===== src/hw/rtl/dsa_pkg.sv =====
// ----------------------------------------------------------------------------
// Descriptor slot allocator package
// Shared constants, codes and types of the slot allocator and its free queue.
// ----------------------------------------------------------------------------
package dsa_pkg;

    localparam int MAX_SLOTS  = 1024;
    localparam int FREE_DEPTH = 64;

    localparam int SLOT_W  = 10;
    localparam int FRESH_W = 11;
    localparam int CNT_W   = $clog2(FREE_DEPTH + 1);
    localparam int KIND_W  = 2;
    localparam int CFG_W   = 11;
    localparam int CFG_IDX_W = 2;
    localparam int DATA_W  = 16;

    localparam logic [FRESH_W-1:0] SLOT_LIMIT = FRESH_W'(MAX_SLOTS);
    localparam logic [CNT_W-1:0]   QUEUE_FULL = CNT_W'(FREE_DEPTH);

    // Operation codes
    localparam logic OP_ALLOC = 1'b0;
    localparam logic OP_FREE  = 1'b1;

    // Store and view kinds
    localparam logic [KIND_W-1:0] KIND_SHADER_RES    = 2'd0;
    localparam logic [KIND_W-1:0] KIND_RENDER_TGT    = 2'd1;
    localparam logic [KIND_W-1:0] KIND_DEPTH_STENCIL = 2'd2;
    localparam logic [KIND_W-1:0] KIND_SAMPLER       = 2'd3;
    localparam logic [KIND_W-1:0] KIND_INVALID       = 2'd3;

    // Configuration register indexes
    localparam logic [CFG_IDX_W-1:0] REG_HEAP_KIND      = 2'd0;
    localparam logic [CFG_IDX_W-1:0] REG_CAPACITY       = 2'd1;
    localparam logic [CFG_IDX_W-1:0] REG_RESERVED_START = 2'd2;

    typedef enum logic [2:0] {
        STS_ALLOCATED  = 3'd0,
        STS_WRONG_KIND = 3'd1,
        STS_FULL       = 3'd2,
        STS_FREED      = 3'd3,
        STS_DUPLICATE  = 3'd4,
        STS_QUEUE_FULL = 3'd5
    } status_t;

    typedef enum logic {
        ST_IDLE,
        ST_EXEC
    } state_t;

    // Per-cell control from the queue to each cell.
    typedef struct packed {
        logic occupied;
        logic load;
        logic shift;
        logic sample;
    } cell_ctl_t;

endpackage


===== src/hw/rtl/dsa_cell.sv =====
// ----------------------------------------------------------------------------
// Free queue cell
// Holds one queued slot, shifts towards the head on a dequeue, loads a new
// slot when it is the tail, and registers whether it holds a probed slot.
// ----------------------------------------------------------------------------
module dsa_cell (
    input  logic                        clk,
    input  logic                        rst_n,
    input  dsa_pkg::cell_ctl_t          ctl,
    input  logic [dsa_pkg::SLOT_W-1:0]  wr_slot,
    input  logic [dsa_pkg::SLOT_W-1:0]  nbr_slot,
    input  logic [dsa_pkg::SLOT_W-1:0]  probe_slot,
    output logic [dsa_pkg::SLOT_W-1:0]  slot,
    output logic                        match
);
    import dsa_pkg::*;

    logic [SLOT_W-1:0] slot_reg;
    logic              match_reg;

    always_ff @(posedge clk)
    begin
        if (ctl.load)
        begin
            slot_reg <= wr_slot;
        end
        else if (ctl.shift)
        begin
            slot_reg <= nbr_slot;
        end
    end

    always_ff @(posedge clk or negedge rst_n)
    begin
        if (!rst_n)
        begin
            match_reg <= 1'b0;
        end
        else if (ctl.sample)
        begin
            match_reg <= ctl.occupied && (slot_reg == probe_slot);
        end
    end

    assign slot  = slot_reg;
    assign match = match_reg;

endmodule


===== src/hw/rtl/dsa_queue.sv =====
// ----------------------------------------------------------------------------
// Free queue cell chain
// A row of cells kept in age order, the oldest slot in cell zero. The fill
// count selects the tail cell and marks which cells hold a queued slot.
// ----------------------------------------------------------------------------
module dsa_queue (
    input  logic                        clk,
    input  logic                        rst_n,
    input  logic [dsa_pkg::CNT_W-1:0]   count,
    input  logic                        enqueue,
    input  logic                        dequeue,
    input  logic                        sample,
    input  logic [dsa_pkg::SLOT_W-1:0]  probe_slot,
    input  logic [dsa_pkg::SLOT_W-1:0]  wr_slot,
    output logic [dsa_pkg::SLOT_W-1:0]  head_slot,
    output logic                        duplicate
);
    import dsa_pkg::*;

    logic [SLOT_W-1:0]     slots [FREE_DEPTH];
    logic [FREE_DEPTH-1:0] hit_vec;

    for (genvar i = 0; i < FREE_DEPTH; i++)
    begin : g_cell
        cell_ctl_t         ctl;
        logic [SLOT_W-1:0] nbr;

        assign ctl.occupied = count > CNT_W'(i);
        assign ctl.load     = enqueue && (count == CNT_W'(i));
        assign ctl.shift    = dequeue;
        assign ctl.sample   = sample;

        if (i == FREE_DEPTH - 1)
        begin : g_last
            assign nbr = '0;
        end
        else
        begin : g_mid
            assign nbr = slots[i+1];
        end

        dsa_cell u_cell (
            .clk        (clk),
            .rst_n      (rst_n),
            .ctl        (ctl),
            .wr_slot    (wr_slot),
            .nbr_slot   (nbr),
            .probe_slot (probe_slot),
            .slot       (slots[i]),
            .match      (hit_vec[i])
        );
    end

    assign head_slot = slots[0];
    assign duplicate = |hit_vec;

endmodule


===== src/hw/rtl/descriptor_slot_allocator.sv =====
// ----------------------------------------------------------------------------
// Descriptor slot allocator
// Allocates and releases slot numbers of a descriptor store through a
// first-in first-out free queue and a fresh-slot counter.
// ----------------------------------------------------------------------------
// Each request is handled as follows: in the cycle of the transfer every
// free-queue cell compares its slot with the request's slot and registers the
// outcome, and in the next cycle the combined match, the queue fill count and
// the fresh-slot counter decide the result, which goes to an output register.
// A new request is taken once the previous result has left or leaves in the
// same cycle, and never while one is still being decided, so requests do not
// overlap. The free queue needs no clearing after reset.
// Configuration writes belong to idle periods; writing the store kind or the
// reserved start reloads the fresh-slot counter and keeps the queue.
module descriptor_slot_allocator (
    input  logic                            clk,
    input  logic                            rst_n,
    input  logic                            cfg_we,
    input  logic [dsa_pkg::CFG_IDX_W-1:0]   cfg_index,
    input  logic [dsa_pkg::CFG_W-1:0]       cfg_data,
    input  logic                            s_tvalid,
    output logic                            s_tready,
    input  logic [dsa_pkg::DATA_W-1:0]      s_tdata,  // op, view_kind[1:0], slot_index[9:0]
    output logic                            m_tvalid,
    input  logic                            m_tready,
    output logic [dsa_pkg::DATA_W-1:0]      m_tdata   // status[2:0], granted_slot[9:0]
);
    import dsa_pkg::*;

    state_t state_reg, state_next;

    logic [KIND_W-1:0]  heap_kind_reg;
    logic [CFG_W-1:0]   capacity_reg;
    logic [CFG_W-1:0]   reserved_start_reg;
    logic [FRESH_W-1:0] next_fresh_reg;
    logic [CNT_W-1:0]   free_count_reg;

    logic               op_reg;
    logic [KIND_W-1:0]  kind_reg;
    logic [SLOT_W-1:0]  slot_reg;

    logic               out_valid_reg;
    status_t            out_status_reg;
    logic [SLOT_W-1:0]  out_slot_reg;

    logic               accept;
    logic               exec_en;
    logic [FRESH_W-1:0] limit;
    logic               wrong_kind;
    logic               enqueue;
    logic               dequeue;
    logic               fresh_take;
    logic [SLOT_W-1:0]  head_slot;
    logic               duplicate;
    status_t            res_status;
    logic [SLOT_W-1:0]  res_slot;

    // Next state
    always_comb
    begin
        state_next = state_reg;
        case (state_reg)
            ST_IDLE:
            begin
                if (accept)
                begin
                    state_next = ST_EXEC;
                end
            end
            ST_EXEC:
            begin
                state_next = ST_IDLE;
            end
            default:
            begin
                state_next = ST_IDLE;
            end
        endcase
    end

    // State outputs
    always_comb
    begin
        s_tready = 1'b0;
        exec_en  = 1'b0;
        case (state_reg)
            ST_IDLE:
            begin
                s_tready = !out_valid_reg || m_tready;
            end
            ST_EXEC:
            begin
                exec_en = 1'b1;
            end
            default:
            begin
                s_tready = 1'b0;
            end
        endcase
    end

    assign accept = s_tvalid && s_tready;

    always_ff @(posedge clk or negedge rst_n)
    begin
        if (!rst_n)
        begin
            state_reg <= ST_IDLE;
        end
        else
        begin
            state_reg <= state_next;
        end
    end

    // Request decision
    assign limit      = (capacity_reg > SLOT_LIMIT) ? SLOT_LIMIT : capacity_reg;
    assign wrong_kind = (kind_reg == KIND_INVALID) || (kind_reg != heap_kind_reg);

    always_comb
    begin
        res_status = STS_FULL;
        res_slot   = '0;
        enqueue    = 1'b0;
        dequeue    = 1'b0;
        fresh_take = 1'b0;
        if (op_reg == OP_ALLOC)
        begin
            if (wrong_kind)
            begin
                res_status = STS_WRONG_KIND;
            end
            else if (free_count_reg != '0)
            begin
                res_status = STS_ALLOCATED;
                res_slot   = head_slot;
                dequeue    = exec_en;
            end
            else if (next_fresh_reg < limit)
            begin
                res_status = STS_ALLOCATED;
                res_slot   = next_fresh_reg[SLOT_W-1:0];
                fresh_take = exec_en;
            end
            else
            begin
                res_status = STS_FULL;
            end
        end
        else
        begin
            if (duplicate)
            begin
                res_status = STS_DUPLICATE;
            end
            else if (free_count_reg >= QUEUE_FULL)
            begin
                res_status = STS_QUEUE_FULL;
            end
            else
            begin
                res_status = STS_FREED;
                enqueue    = exec_en;
            end
        end
    end

    dsa_queue u_queue (
        .clk        (clk),
        .rst_n      (rst_n),
        .count      (free_count_reg),
        .enqueue    (enqueue),
        .dequeue    (dequeue),
        .sample     (accept),
        .probe_slot (s_tdata[12:3]),
        .wr_slot    (slot_reg),
        .head_slot  (head_slot),
        .duplicate  (duplicate)
    );

    // Request capture
    always_ff @(posedge clk)
    begin
        if (accept)
        begin
            op_reg   <= s_tdata[0];
            kind_reg <= s_tdata[2:1];
            slot_reg <= s_tdata[12:3];
        end
    end

    // Configuration, fresh-slot counter and fill count
    always_ff @(posedge clk or negedge rst_n)
    begin
        if (!rst_n)
        begin
            heap_kind_reg      <= KIND_SHADER_RES;
            capacity_reg       <= CFG_W'(MAX_SLOTS);
            reserved_start_reg <= '0;
            next_fresh_reg     <= '0;
            free_count_reg     <= '0;
        end
        else
        begin
            if (cfg_we)
            begin
                case (cfg_index)
                    REG_HEAP_KIND:
                    begin
                        heap_kind_reg  <= cfg_data[KIND_W-1:0];
                        next_fresh_reg <= (cfg_data[KIND_W-1:0] == KIND_SHADER_RES)
                                          ? reserved_start_reg : '0;
                    end
                    REG_CAPACITY:
                    begin
                        capacity_reg <= cfg_data;
                    end
                    REG_RESERVED_START:
                    begin
                        reserved_start_reg <= cfg_data;
                        next_fresh_reg     <= (heap_kind_reg == KIND_SHADER_RES)
                                              ? cfg_data : '0;
                    end
                    default:
                    begin
                        heap_kind_reg <= heap_kind_reg;
                    end
                endcase
            end
            else if (fresh_take)
            begin
                next_fresh_reg <= FRESH_W'(next_fresh_reg + FRESH_W'(1));
            end

            if (enqueue)
            begin
                free_count_reg <= CNT_W'(free_count_reg + CNT_W'(1));
            end
            else if (dequeue)
            begin
                free_count_reg <= CNT_W'(free_count_reg - CNT_W'(1));
            end
        end
    end

    // Output register
    always_ff @(posedge clk or negedge rst_n)
    begin
        if (!rst_n)
        begin
            out_valid_reg <= 1'b0;
        end
        else if (exec_en)
        begin
            out_valid_reg <= 1'b1;
        end
        else if (m_tready)
        begin
            out_valid_reg <= 1'b0;
        end
    end

    always_ff @(posedge clk)
    begin
        if (exec_en)
        begin
            out_status_reg <= res_status;
            out_slot_reg   <= res_slot;
        end
    end

    assign m_tvalid = out_valid_reg;
    assign m_tdata  = {3'b000, out_slot_reg, out_status_reg};

endmodule

===== config.mk =====
export PLATFORM = sky130hd
export DESIGN_NAME = descriptor_slot_allocator
export DESIGN_NICKNAME = d
export VERILOG_FILES = /design/src/hw/rtl/dsa_pkg.sv /design/src/hw/rtl/dsa_cell.sv /design/src/hw/rtl/dsa_queue.sv /design/src/hw/rtl/descriptor_slot_allocator.sv
export SDC_FILE = /design/constraint.sdc
export NUM_CORES = 1
export LEC_CHECK = 0
export ABC_AREA = 1
export BUFFER_PORTS_ARGS = -buffer_cell sky130_fd_sc_hd__clkbuf_2
export CAP_MARGIN = 40
export CORE_UTILIZATION = 35
export DETAILED_ROUTE_END_ITERATION = 10
export PLACE_DENSITY = 0.51
export REMOVE_ABC_BUFFERS = 1
export SETUP_SLACK_MARGIN = 0.3
export SYNTH_ARGS = -nofsm -noshare
export SYNTH_HDL_FRONTEND = slang
export SYNTH_HIERARCHICAL = 1
export SYNTH_SLANG_ARGS = --single-unit

===== constraint.sdc =====
create_clock -name clk -period 12.4 [get_ports clk]
set_input_delay 3.72 -clock clk [delete_from_list [all_inputs] [get_ports clk]]
set_output_delay 3.72 -clock clk [all_outputs]
set_load 0.01 [all_outputs]

### Yosys cells after proc, flatten, opt, wreduce, memory -nomap -nowiden

Cells that the tools add are included.
W data, S select, Z words.

* output and inout bits: 18
* register bits after elaboration: 774
* input port bits: 34
* logic and storage cells: 713

* reduce and logical (&&, ||, !) cells: 210
* bitwise logic cells: 1
* eq/ne operators: 132
* magnitude comparators: 67
* add/subtract/negate cells: 3
* muxes and demuxes: 160

Operators by type and width (count)
* $mux W10: 130
* $eq A10 B10 Y1: 64
* $eq A7 B6 Y1 const B: 32
* $gt A7 B6 Y1 const B: 32
* $reduce_bool A2 Y1: 67
* $logic_and A1 B1 Y1: 129
* $eq A7 B5 Y1 const B: 16
* $gt A7 B5 Y1 const B: 16
* $reduce_or A64 Y1: 1
* $eq A7 B4 Y1 const B: 8
* $gt A7 B4 Y1 const B: 8
* $mux W11: 5
* $eq A7 B3 Y1 const B: 4
* $gt A7 B3 Y1 const B: 4
* $pmux W11 S2: 1
* $mux W1: 15
* $eq A7 B2 Y1 const B: 2
* $gt A7 B1 Y1 const B: 2
* $gt A7 B2 Y1 const B: 2
* $mux W7: 2
* $add A11 B1 Y11 const B: 1
* $gt A11 B11 Y1 const B: 1
* $lt A11 B11 Y1: 1
* $mux W3: 3
* 18 further kinds: 27

### Logic depth before layout (Yosys ltp)

* depth after elaboration: 9
* gate-level depth with buffers: 18
* mapped depth without buffers: 18

### Cells and area by module

Netlist, hierarchy kept.

By module, submodules not included
* dsa_cell: area an instance 666.9 um2, seq. area each 325.3 um2, times used 64, cells an instance 95
* descriptor_slot_allocator: area an instance 3682.3 um2, seq. area each 1883.1 um2, times used 1, cells an instance 417
* dsa_queue: area an instance 1345.0 um2, seq. area each 0.0 um2, times used 1, cells an instance 291

### Worst setup path before layout

OpenSTA, ideal clock, no wires.

* path kind: input port to flip-flop
* from: input port m_tready
* to: register u_queue.g_cell[0].u_cell.match_reg
* path slack: 3.119 ns
* buffers on the path: 0
* stages: 10
* required time: 12.335 ns
* arrival: 9.216 ns
* setup time: 0.065 ns
* path through: inv_1 a21oi_1 inv_1 nor2_1 nand2_1 a21oi_2 nand2_1 nor2_1 nand3_1 nand2_1

* longest elaborated chain between the ends: 3

Ends and longest elaborated chain
* start: declaration: RTL line descriptor_slot_allocator.sv:25 `input logic m_tready,`
* $logic_or A1 B1 Y1: RTL line descriptor_slot_allocator.sv:89 `s_tready = !out_valid_reg || m_tready;`
* $mux W1: RTL line descriptor_slot_allocator.sv:86 `case (state_reg)`
* named net s_tready: RTL line descriptor_slot_allocator.sv:22 `output logic s_tready,`
* $logic_and A1 B1 Y1: RTL line descriptor_slot_allocator.sv:102 `assign accept = s_tvalid && s_tready;`
* named net accept: RTL line descriptor_slot_allocator.sv:46 `logic accept;`
* end signal: assignment: RTL line dsa_cell.sv:41 `match_reg <= ctl.occupied && (slot_reg == probe_slot);`
* end: declaration: RTL line dsa_cell.sv:19 `logic match_reg;`

The timed path passes the listed nets, and every way through them passes these cells.
A chain may end at the register's enable or synchronous reset.

### Worst setup path in the final report

* from: input port m_tready
* to: output port s_tready

* longest elaborated chain between the ends: 2

Ends and longest elaborated chain (RTL line)
* $logic_or A1 B1 Y1: descriptor_slot_allocator.sv:89
* $mux W1: descriptor_slot_allocator.sv:86
* end: declaration: descriptor_slot_allocator.sv:22

No other way between the ends.

==> summary.md <==
| Metric | Value |
|---|---|
| CTS Sinks | `774` |
| Worst-skew pair later-pin latency | `0.72 ns` |
| FF-to-FF path depth | `18` |
| Via density per instance | `4.64` |
| Die H | `371 um` |
| Crit path top cell by count | `clkbuf_2` |
| Clk slew on worst S/H paths | `around 0.060 ns` |
| H-tree depth | `3` |
| Worst-Margin Slew | `~0.94 ns` |
| Synth Register Bits | `774` |
| Area growth syn-to-layout | `12.9%` |
| Grt ovf | `0` |
| Register area share after synthesis | `0.476` |
| Distinct cells, synth | `44` |
| Syn Area/Cell | `between 7 and 8 um2` |
| Crit path max-delay family | `buffers and inverters` |
| Period minus WS final | `a little under 8 ns` |
| Die area | `138000 um2` |
| Port Buffers | `45` |
| Post-Place Cells | `8633` |
| # setup viols final | `0` |
| Clock Root Buffer | `clkbuf_16` |
| GRT Total Usage | `0.222` |
| Setup repair bufs after CTS | `0` |
| Max-slew headroom | `0.371` |
| Leak Pwr | `27.9 nW` |
| Crit-path max FO | `2` |
| Row cnt | `135` |
| Max reg flops | `640` |
| Final hold violation count | `0` |
| Crit path required time | `between 8 and 9 ns` |
| Final #Nets | `roughly 7000` |
| Multi-input logic area | `20000 um2` |
| Pins Over Slew Limit | `0` |
| Worst hold path endpoint | `reserved_start_reg[5]` |
| Detailed Routing Iterations Pass 1 | `5` |
| PwrDens | `128 nW/um2` |
| CP Data Arrival Time | `4.15 ns` |
| Post_cts resized | `0` |
| Element type at the critical path end | `output port` |
| Ant diodes | `0` |
| Final Util | `0.398` |
| Outcome | `complete, no violations` |
| Vias in the first global route | `37172` |
| Final period util | `0.634` |
| Routed wire length | `154000 um` |
| Post-DP HPWL | `a little under 100000 um` |
| TritonCTS clock tree | `yes` |
| Pin count of the biggest net entering global routing | `approximately 140` |
| CTS Buffer Depth | `3` |
| Fillers | `13890` |
| Reg-to-Reg End | `u_queue/g_cell[20].u_cell/slot[4]` |
| Crit-path cells | `clkbuf_2, inv_1, a21oi_1, clkbuf_2` |
| Initial DRC Count | `3921` |
| Drc violations | `0` |
| Worst VDD drop | `0.000102 V` |
| Setup slack at placement | `between 4 and 5 ns` |
| Reg-to-Reg Start | `u_queue/g_cell[43].u_cell/match` |
| Max-cap violations | `0` |
| Mapped Area | `47700 um2` |
| FF+latch area | `22700 um2` |
| Hold Path Stages | `2` |
| Syn. warnings | `6` |
| WS Path Type | `input pin to output port` |
| Core ar. | `135000 um2` |
| RSZ-0062 raised after global routing | `false` |
| Hold Startpoint | `reserved_start_reg[5]` |
| Top cell type's share of synthesized area | `0.419` |
| Die width | `371 um` |
| Num CTS Buffers | `93` |
| Starting density of the core | `0.353` |
| Wire length per cell | `between 15 and 20 um` |
| Worst setup margin | `4.53 ns` |
| Max Clock Freq | `roughly 130 MHz` |
| Synth area leaders | `edfxtp_1 42%, nand2_1 29%, inv_1 9.0%, dfrtp_1 5.6%, xnor2_1 2.4%` |
| Worst Path Buf+Inv | `3` |
| Antenna viol nets, final | `0` |
| Biggest area consumer among synthesized cells | `edfxtp_1` |
| Boundary Pins | `52` |
| Routed via count | `40881` |
| Placer Congestion | `0.848` |
| Critical Path Source Type | `input pin` |
| Hold WC Path Type | `flip-flop to flip-flop` |
| First-pass GRT wire length | `between 200000 and 250000 um` |
| Layout Cells excl Fill | `8809` |
| # hold bufs at CTS | `0` |
| Initial antenna violation count | `5` |
| Proportion of layout cells with a drive suffix above 1 | `0.0657` |
| Post-synthesis cell count | `slightly below 7000` |
| Total power | `0.00689 W` |
| Crit path largest cell delay | `0.17 ns` |
| Clock Skew | `approximately 0.035 ns` |
| Setup Total Neg Slack | `0 ns` |
| Slowest library cell on the worst path | `clkbuf_2` |
| Worst reg2reg setup slack | `about 7.5 ns` |
==> tightest hold or removal path, delay by kind of cell, from the launching register on <==
kind	cells	cell delay (ns)
and+or+nand+nor	2	0.09
DFF	1	0.35
==> cells by family (layout without fill, tap and decap cells) <==
kind of cell | count (synthesis) | count (layout) | synth area share
simple gates | 4297 | 4297 | 0.351
buf+inv | 1317 | 1546 | 0.107
other cells | 2 | 13 | 0.000157
fa+ha+maj | 17 | 17 | 0.00462
compound gates | 177 | 177 | 0.0245
flops | 774 | 774 | 0.476
mux | 5 | 5 | 0.00118
xor+xnor | 199 | 199 | 0.0365
==> Yosys cell counts, drive strengths merged <==
library cell	count
o21bai	1
nand2	3697
clkbuf	11
xor2	69
ha	16
o21ai	72
nand3b	2
inv	1159
buf	82
nor3	32
o211ai	3
nand4	4
or2	65
xnor2	130
nor4	9
clkinv	65
dfstp	1
nor2	311
dfrtp	107
edfxtp	666
o221ai	3
nand3	177
mux2	5
a31oi	4
conb	2
fa	1
o311ai	1
a21oi	93
==> cell type report <==
cell class / count / share of cell area
clock inverters: 27 / 0.00516
multi-input cells: 4708 / 0.372
flip-flops and latches: 774 / 0.422
clock buffers: 149 / 0.0515
repair buffers: 146 / 0.0231
well taps: 1781 / 0.0414
inverters: 1224 / 0.0854
==> report_power, final <==
| part | switching (W) | total [W] | internal, W |
|---|---|---|---|
| Combinational | 0.000825 | 0.00111 | 0.000286 |
| Sequential | 0.000103 | 0.00302 | 0.00292 |
| Clock | 0.00113 | 0.00276 | 0.00163 |
==> how the worst max path moves through the flow <==
| stage | start | end | depth (start not counted) |
|---|---|---|---|
| after floorplan | m_tready | u_queue/g_cell[0].u_cell/match | 10 |
| after global placement | m_tready | s_tready | 4 |
| after detailed placement | m_tready | s_tready | 4 |
| after CTS | m_tready | s_tready | 4 |
| after global routing | m_tready | s_tready | 4 |
| final | m_tready | s_tready | 4 |
==> cell usage in the layout (no fill, tap or decap), drive strengths merged, types with 2 or more instances in the layout <==
cell       n
mux2       5
clkbuf   184
o221ai     3
o211ai     3
nand4      4
clkinv    87
nand3    177
edfxtp   666
nand3b     2
conb      13
a21oi     93
nor4       9
o21ai     72
buf      111
or2       65
a31oi      4
xor2      69
nor3      32
bufinv     5
xnor2    130
nor2     311
dfrtp    107
ha        16
inv     1159
nand2   3697
==> through the flow <==
| stage | cell area, um2 | hold WS, ns |
|---|---|---|
| 3_3_place_gp | 50500 | 0.456 |
| 4_1_cts | 53800 | 0.478 |
| 2_1_floorplan | 47300 | 0.443 |
| 5_1_grt | 53800 | 0.501 |
| 6_report | 53800 | 0.477 |
| 3_5_place_dp | 50800 | 0.464 |
==> layer usage <==
layer,wire length (um),global-route usage
met3,9510,0.0283
met5,0,0
met1,72000,0.315
met2,69300,0.357
met4,3550,0.0548
Power figures use the tool's default switching activity.
